**config.mk**
```make
export PLATFORM = sky130hd
export DESIGN_NAME = sccti_interp
export DESIGN_NICKNAME = d
export VERILOG_FILES = /design/src/rtl/sccti_pkg.sv /design/src/rtl/sccti_interp.sv
export SDC_FILE = /design/constraint.sdc
export NUM_CORES = 1
export LEC_CHECK = 0
export BUFFER_PORTS_ARGS = -buffer_cell sky130_fd_sc_hd__buf_2
export CAP_MARGIN = 20
export CORE_MARGIN = 8
export CORE_UTILIZATION = 54
export CTS_BUF_LIST = sky130_fd_sc_hd__clkbuf_16
export DETAILED_ROUTE_END_ITERATION = 6
export HOLD_SLACK_MARGIN = 0.06
export PLACE_DENSITY = 0.72
export SLEW_MARGIN = 20
export SYNTH_ARGS = -nofsm -noshare
export SYNTH_HDL_FRONTEND = slang
export SYNTH_SLANG_ARGS = --single-unit
```
**constraint.sdc**
```tcl
create_clock -name clk -period 20 [get_ports clk]
set_clock_uncertainty 0.2 [all_clocks]
set_input_delay 4 -clock clk [delete_from_list [all_inputs] [get_ports clk]]
set_output_delay 4 -clock clk [all_outputs]
set_load 0.01 [all_outputs]
```
**src/rtl/sccti_pkg.sv**
```systemverilog
// Shared constants and ROM-building functions for the sine/cosine table interpolator.
package sccti_pkg;

  localparam int DEFAULT_TABLE_DEPTH   = 512;
  localparam int DEFAULT_FRACTION_BITS = 16;
  localparam int ANGLE_W               = 32;
  localparam int SAMPLE_W              = 16;

  localparam logic [63:0] PI_Q60  = 64'h3243F6A8885A308D;
  localparam logic [63:0] ONE_Q60 = 64'h1000000000000000;
  localparam logic [63:0] Q15_MAX = 64'd32767;

  // (a*b) >> 60 on a full-width product
  function automatic logic [63:0] mul_q60(logic [63:0] a, logic [63:0] b);
    logic [127:0] p;
    p = {64'd0, a} * {64'd0, b};
    return p[123:60];
  endfunction

  // unsigned long division by shift and subtract; only evaluated while building the ROM
  function automatic logic [63:0] div_u64(logic [63:0] num, logic [63:0] den);
    logic [63:0] quo;
    logic [64:0] part;
    quo  = '0;
    part = '0;
    for (int b = 63; b >= 0; b--) begin
      part = {part[63:0], num[b]};
      if (part >= {1'b0, den}) begin
        part   = part - {1'b0, den};
        quo[b] = 1'b1;
      end
    end
    return quo;
  endfunction

  // round(32768*sin(2*pi*idx/depth)) clamped to +32767; depth is a power of two
  function automatic logic signed [SAMPLE_W-1:0] rom_entry(int unsigned idx,
                                                           int unsigned depth);
    logic [63:0] n;
    logic [63:0] num;
    logic [63:0] x;
    logic [63:0] x2;
    logic [63:0] term;
    logic [63:0] sum;
    logic [63:0] mag;
    logic [63:0] d1;
    logic        neg;
    logic        use_cos;
    int          sh;
    n       = 64'(depth);
    num     = 64'd8 * (64'(idx) & (n - 64'd1));
    neg     = 1'b0;
    use_cos = 1'b0;
    if (num >= 64'd4 * n) begin
      num = num - 64'd4 * n;
      neg = 1'b1;
    end
    if (num > 64'd2 * n) num = 64'd4 * n - num;
    if (num > n) begin
      num     = 64'd2 * n - num;
      use_cos = 1'b1;
    end
    sh   = $clog2(depth) + 2;
    x    = mul_q60(PI_Q60, ((num << 48) >> sh) << 12);
    x2   = mul_q60(x, x);
    term = use_cos ? ONE_Q60 : x;
    sum  = term;
    for (int k = 1; k <= 14; k++) begin
      d1   = 64'(2 * k) - (use_cos ? 64'd1 : 64'd0);
      term = div_u64(mul_q60(term, x2), d1 * (d1 + 64'd1));
      if ((k & 1) == 1) sum = sum - term;
      else sum = sum + term;
    end
    mag = (sum + (64'd1 << 44)) >> 45;
    if (neg) return SAMPLE_W'(64'd0 - mag);
    if (mag > Q15_MAX) return SAMPLE_W'(Q15_MAX);
    return SAMPLE_W'(mag);
  endfunction

endpackage

```
**src/rtl/sccti_interp.sv**
```systemverilog
// Two-stage linear interpolation between neighboring ROM entries.
module sccti_interp #(
  parameter int FRACTION_BITS = sccti_pkg::DEFAULT_FRACTION_BITS
) (
  input  logic                                 clk,
  input  logic signed [sccti_pkg::SAMPLE_W-1:0] lo_val,
  input  logic signed [sccti_pkg::SAMPLE_W-1:0] hi_val,
  input  logic [FRACTION_BITS-1:0]             rem,
  output logic signed [sccti_pkg::SAMPLE_W-1:0] result
);
  import sccti_pkg::*;

  localparam int DIFF_W = SAMPLE_W + 1;
  localparam int PROD_W = DIFF_W + FRACTION_BITS + 1;
  localparam int QUO_W  = PROD_W - FRACTION_BITS;

  logic signed [DIFF_W-1:0]   diff;
  logic signed [PROD_W-1:0]   prod_nxt;
  logic signed [PROD_W-1:0]   prod_r;
  logic signed [SAMPLE_W-1:0] base_r;
  logic signed [PROD_W-1:0]   rounded;
  logic signed [QUO_W-1:0]    quo;
  logic signed [QUO_W-1:0]    sum_nxt;
  logic signed [SAMPLE_W-1:0] result_r;

  // m + (n-m)*r/S, rounded half up
  assign diff     = DIFF_W'(hi_val) - DIFF_W'(lo_val);
  assign prod_nxt = PROD_W'(diff) * $signed({1'b0, rem});

  always_ff @(posedge clk) begin
    prod_r <= prod_nxt;
    base_r <= lo_val;
  end

  assign rounded = prod_r + (PROD_W'(1) <<< (FRACTION_BITS - 1));
  assign quo     = QUO_W'(rounded >>> FRACTION_BITS);
  assign sum_nxt = QUO_W'(base_r) + quo;

  always_ff @(posedge clk) begin
    result_r <= SAMPLE_W'(sum_nxt);
  end

  assign result = result_r;

endmodule

```
Word level (Yosys, flattened, before mapping)
Cells that the tools add are included.
{"block": "classes", "n_bitwise": 0, "mux": 0, "magnitude_cmp": 0, "n_eq_ne": 0, "n_reduce_logical": 0, "n_mul": 1, "add_sub_neg": 3, "n_shift": 0, "n_div": 0}
{"operator": "32-bit by 17-bit adder with 32-bit output (second input constant)", "count": 1}
{"operator": "17-bit by 17-bit multiplier with 32-bit output", "count": 1}
{"operator": "16-bit by 16-bit subtractor with 17-bit output", "count": 1}
{"operator": "16-bit adder", "count": 1}
{"block": "totals", "ram_bits": 0, "romBits": 0, "inputBits": 49, "reg_bits": 64, "output_inout_bits": 16, "wordCells": 7, "memories": 0, "latchBits": 0}

Depth between registers and ports, before layout
{"block": "depth", "depth_word": 2, "ltp_mapped": 34, "depth_no_buf": 33}

Worst setup path before layout
Ideal clock, no wire load.
{"block": "synth_path", "path_kind": "input to register", "start": "input port hi_val[0] in the netlist's numbering", "end": "register prod_r[31]", "t_required_ns": 19.728, "path_buffers": 1, "path_stages": 32, "setup_slack_ns": 8.103, "arrival_time_ns": 11.625, "setup_ns": 0.072, "cell_sequence": "inv_1 ha_1 fa_1 nor2b_1 o21ai_0 a21boi_0 o21ai_0 a311o_1 a311oi_1 o21bai_1 clkbuf_1 nand2_1 inv_1 fa_1 inv_1 fa_1 inv_1 fa_1 fa_1 fa_1 inv_1 fa_1 inv_1 ha_1 a21o_1 a21o_1 a21o_1 a21o_1 a21oi_1 or4b_1 a41oi_1 xnor2_1"}
{"block": "synth_via", "elab_chain_len": 2}
{"item": "start, declared", "line": "sccti_interp.sv:7", "rtl": "input logic signed [sccti_pkg::SAMPLE_W-1:0] hi_val,"}
{"item": "16-bit by 16-bit subtractor with 17-bit output", "line": "sccti_interp.sv:27", "rtl": "assign diff = DIFF_W'(hi_val) - DIFF_W'(lo_val);"}
{"item": "17-bit by 17-bit multiplier with 32-bit output", "line": "sccti_interp.sv:28", "rtl": "assign prod_nxt = PROD_W'(diff) * $signed({1'b0, rem});"}
{"item": "net prod_nxt[31]", "line": "sccti_interp.sv:18", "rtl": "logic signed [PROD_W-1:0] prod_nxt;"}
{"item": "end signal, assigned", "line": "sccti_interp.sv:31", "rtl": "prod_r <= prod_nxt;"}
{"item": "end, declared", "line": "sccti_interp.sv:19", "rtl": "logic signed [PROD_W-1:0] prod_r;"}
The timed path passes the listed nets, and every way through them passes these cells.

Worst setup path after layout
{"block": "layout_path", "start": "input port lo_val[0] in the netlist's numbering", "end": "register prod_r[31]"}
{"block": "layout_via", "elab_chain_len": 2}
{"item": "start, declared", "line": "sccti_interp.sv:6", "rtl": "input logic signed [sccti_pkg::SAMPLE_W-1:0] lo_val,"}
{"item": "16-bit by 16-bit subtractor with 17-bit output", "line": "sccti_interp.sv:27"}
{"item": "17-bit by 17-bit multiplier with 32-bit output", "line": "sccti_interp.sv:28"}
{"item": "net prod_nxt[31]", "line": "sccti_interp.sv:18"}
The timed path passes the listed nets, and every way through them passes these cells.

==> results.sh <==
export IMPL_syn_inst=1391
export IMPL_synthTopCellsByArea="fa_1 (41%), ha_1 (12%), inv_1 (11%)"
export IMPL_slew_violations=0
export IMPL_totalWireLength_mm=28.3
export IMPL_holdBufCountCts=0
export IMPL_synth_edff_count=0
export IMPL_path_clk_slew_ns=0.07
export IMPL_cts_buffer_depth=2
export IMPL_drv_cap=0
export IMPL_min_path_type="reg -> reg"
export IMPL_worst_setup_path_end_kind="flip-flop"
export IMPL_async_reset_ff_share_pct=0
export IMPL_nets=1860
export IMPL_cp_max_fo=17
export IMPL_ys_dominant_reg_cell="dfxtp_1"
export IMPL_synth_cell_types=60
export IMPL_grt_pass1_vias=9899
export IMPL_setup_violations=0
export IMPL_synth_top_area_cell="fa_1"
export IMPL_io_buffers=64
export IMPL_critPathSlowestCell="fa_1"
export IMPL_synth_seq_area_share_pct=7.78
export IMPL_clk_latency_ns=0.29
export IMPL_clock_root_buffer="clkbuf_16"
export IMPL_synth_area_per_cell_sq_um=9.07
export IMPL_initial_core_util_pct=54.4
export IMPL_crit_required_ns=20.03
export IMPL_viasPerCell=5.22
export IMPL_cp_common_cell="fa_1"
export IMPL_synth_most_common_cell="inv_1"
export IMPL_grt_overflow=0
export IMPL_hold_end="result[0]$_DFF_P_"
export IMPL_h_tree_depth=2
export IMPL_min_from="base_r[0]$_DFF_P_"
export IMPL_die_h_microns=169
export IMPL_worstMarginPinSlew_ns=1.02
export IMPL_rows=56
export IMPL_ios=65
export IMPL_holdPathStages=1
export IMPL_core_area_sq_um=23200
export IMPL_synthToLayoutAreaGrowth_pct=6.67
export IMPL_globalplace_congestion=0.869
export IMPL_wire_per_inst_microns=16.2
export IMPL_tns_ns=0
export IMPL_reg2reg_depth=12
export IMPL_die_area_sq_um=28500
export IMPL_post_cts_buffers=0
export IMPL_ys_seq_elements=49
export IMPL_cts_repair_resized=0
export IMPL_grt_usage_pct=20.9
export IMPL_dp_hpwl_mm=23.8
export IMPL_vias=9148
export IMPL_ff2ff_setup_slack_ns=15.90
export IMPL_worstSetupPathType="in -> reg"
export IMPL_clkSinkCount=49
export IMPL_fmax_mhz=80.0
export IMPL_cts_tree="done"
export IMPL_drc=0
export IMPL_cts_made_buffers=5
export IMPL_rsz0062_at_grt="false"
export IMPL_synth_common_cells="inv_1 (366), fa_1 (261), nand2_1 (125)"
export IMPL_antenna_found_initial=1
export IMPL_timing_rr_end="result[14]$_DFF_P_"
export IMPL_diodes=0
export IMPL_grt_max_degree=20
export IMPL_grt_pass1_wl_mm=48.4
export IMPL_slowest_delay_ns=0.61
export IMPL_synth_top_area_share_pct=41.4
export IMPL_dr_pass1_iters=4
export IMPL_drive_gt1_share_pct=6.83
export IMPL_yosys_warnings=0
export IMPL_relSlewSlack_pct=32.1
export IMPL_ant_nets=0
export IMPL_status="finished, final reports clean"
export IMPL_hold_viol=0
export IMPL_drt_iter0_drc=472
export IMPL_start_kind="input port"
export IMPL_die_w_microns=169
export IMPL_r2r_start="prod_r[15]$_DFF_P_"
export IMPL_syn_num_nets=1817
export IMPL_period_needed_ns=12.51
export IMPL_n_fill_cell=2033
export IMPL_cp_arrival_ns=12.53
export IMPL_period_share_pct=62.5
export IMPL_syn_area_sq_um=12600
==> placed cells by master, fill, tap and decap left out, drive strengths merged, types with 8 or more instances in the layout <==
cell and instances:
nand3 26, buf 77, nand2 125, xor2 19, nand2b 15, a21o 12
xnor2 57, o31a 9, and3 14, inv 367, nor3 8, a21oi 26
fa 261, nor2 30, o31ai 10, ha 116, o21ai 15, nor2b 24
and2 99, dfxtp 49
==> worst max-delay path by stage <==
stage | from | endpoint | slack, ns | depth (start not counted)
after floorplan | hi_val[0] | prod_r[31]$_DFF_P_ | 8.10 | 32
after global placement | lo_val[0] | prod_r[31]$_DFF_P_ | 7.39 | 31
after detailed placement | lo_val[0] | prod_r[31]$_DFF_P_ | 7.13 | 31
after CTS | lo_val[0] | prod_r[31]$_DFF_P_ | 7.39 | 31
after global routing | lo_val[0] | prod_r[31]$_DFF_P_ | 6.92 | 31
final | lo_val[0] | prod_r[31]$_DFF_P_ | 7.49 | 31
==> critical path: cells and delay by family <==
kind	cells	cell delay, ns
AO/OA/AOI/OAI	8	2.20
adder cells (fa/ha/maj)	9	4.07
AND/OR/NAND/NOR	7	1.60
buffers and inverters	6	0.50
XOR/XNOR	1	0.14
==> metrics by stage <==
| stage | util, % | cell area, sq um | instances | hold WS (ns) | setup slack [ns] |
|---|---|---|---|---|---|
| 2_1_floorplan | - | 12600 | 1391 | 0.232 | 8.10 |
| 3_5_place_dp | 57.3 | 13300 | 1746 | 0.244 | 7.13 |
| 4_1_cts | 58.0 | 13400 | 1754 | 0.271 | 7.39 |
| 6_report | 58.0 | 13500 | 1754 | 0.279 | 7.49 |
| 5_1_grt | 58.0 | 13500 | 1754 | 0.288 | 6.92 |
| 3_3_place_gp | 57.3 | 13300 | 1746 | 0.265 | 7.39 |
==> sequential cells by signal, indices dropped and copies added (netlist names) <==
name / cells
prod_r: 17
result: 16
base_r: 16
==> final cells by class <==
cell class              count  area [sq um]  share of cell area, %
clock buffers               5           125                  0.930
clock inverters             3          37.5                  0.279
inverters                 366          1370                   10.2
multi-input cells         935         10100                   75.2
flip-flops and latches     49           981                   7.29
well taps                 319           399                   2.97
repair buffers             77           418                   3.11
==> logic make-up after synthesis <==
group,share of synthesized area (%)
DFF,7.78
AOI/OAI and AO/OA,6.90
and+or+nand+nor,14.5
xor gates and xnor gates,5.28
adders and majority gates,52.9
buffers and inverters,12.3
muxes,0.327
==> metal layers <==
layer | vias up | global-route usage [%] | wire length, microns
met3 | 48 | 3.21 | 1670
met2 | 277 | 36.1 | 14100
met5 | - | 0 | 0
met1 | 4573 | 27.0 | 11900
li1 | 4250 | - | -
met4 | 0 | 5.43 | 590
Power is not shown: default switching activity piles up to over one toggle a cycle in this logic, so the estimate is an artifact.
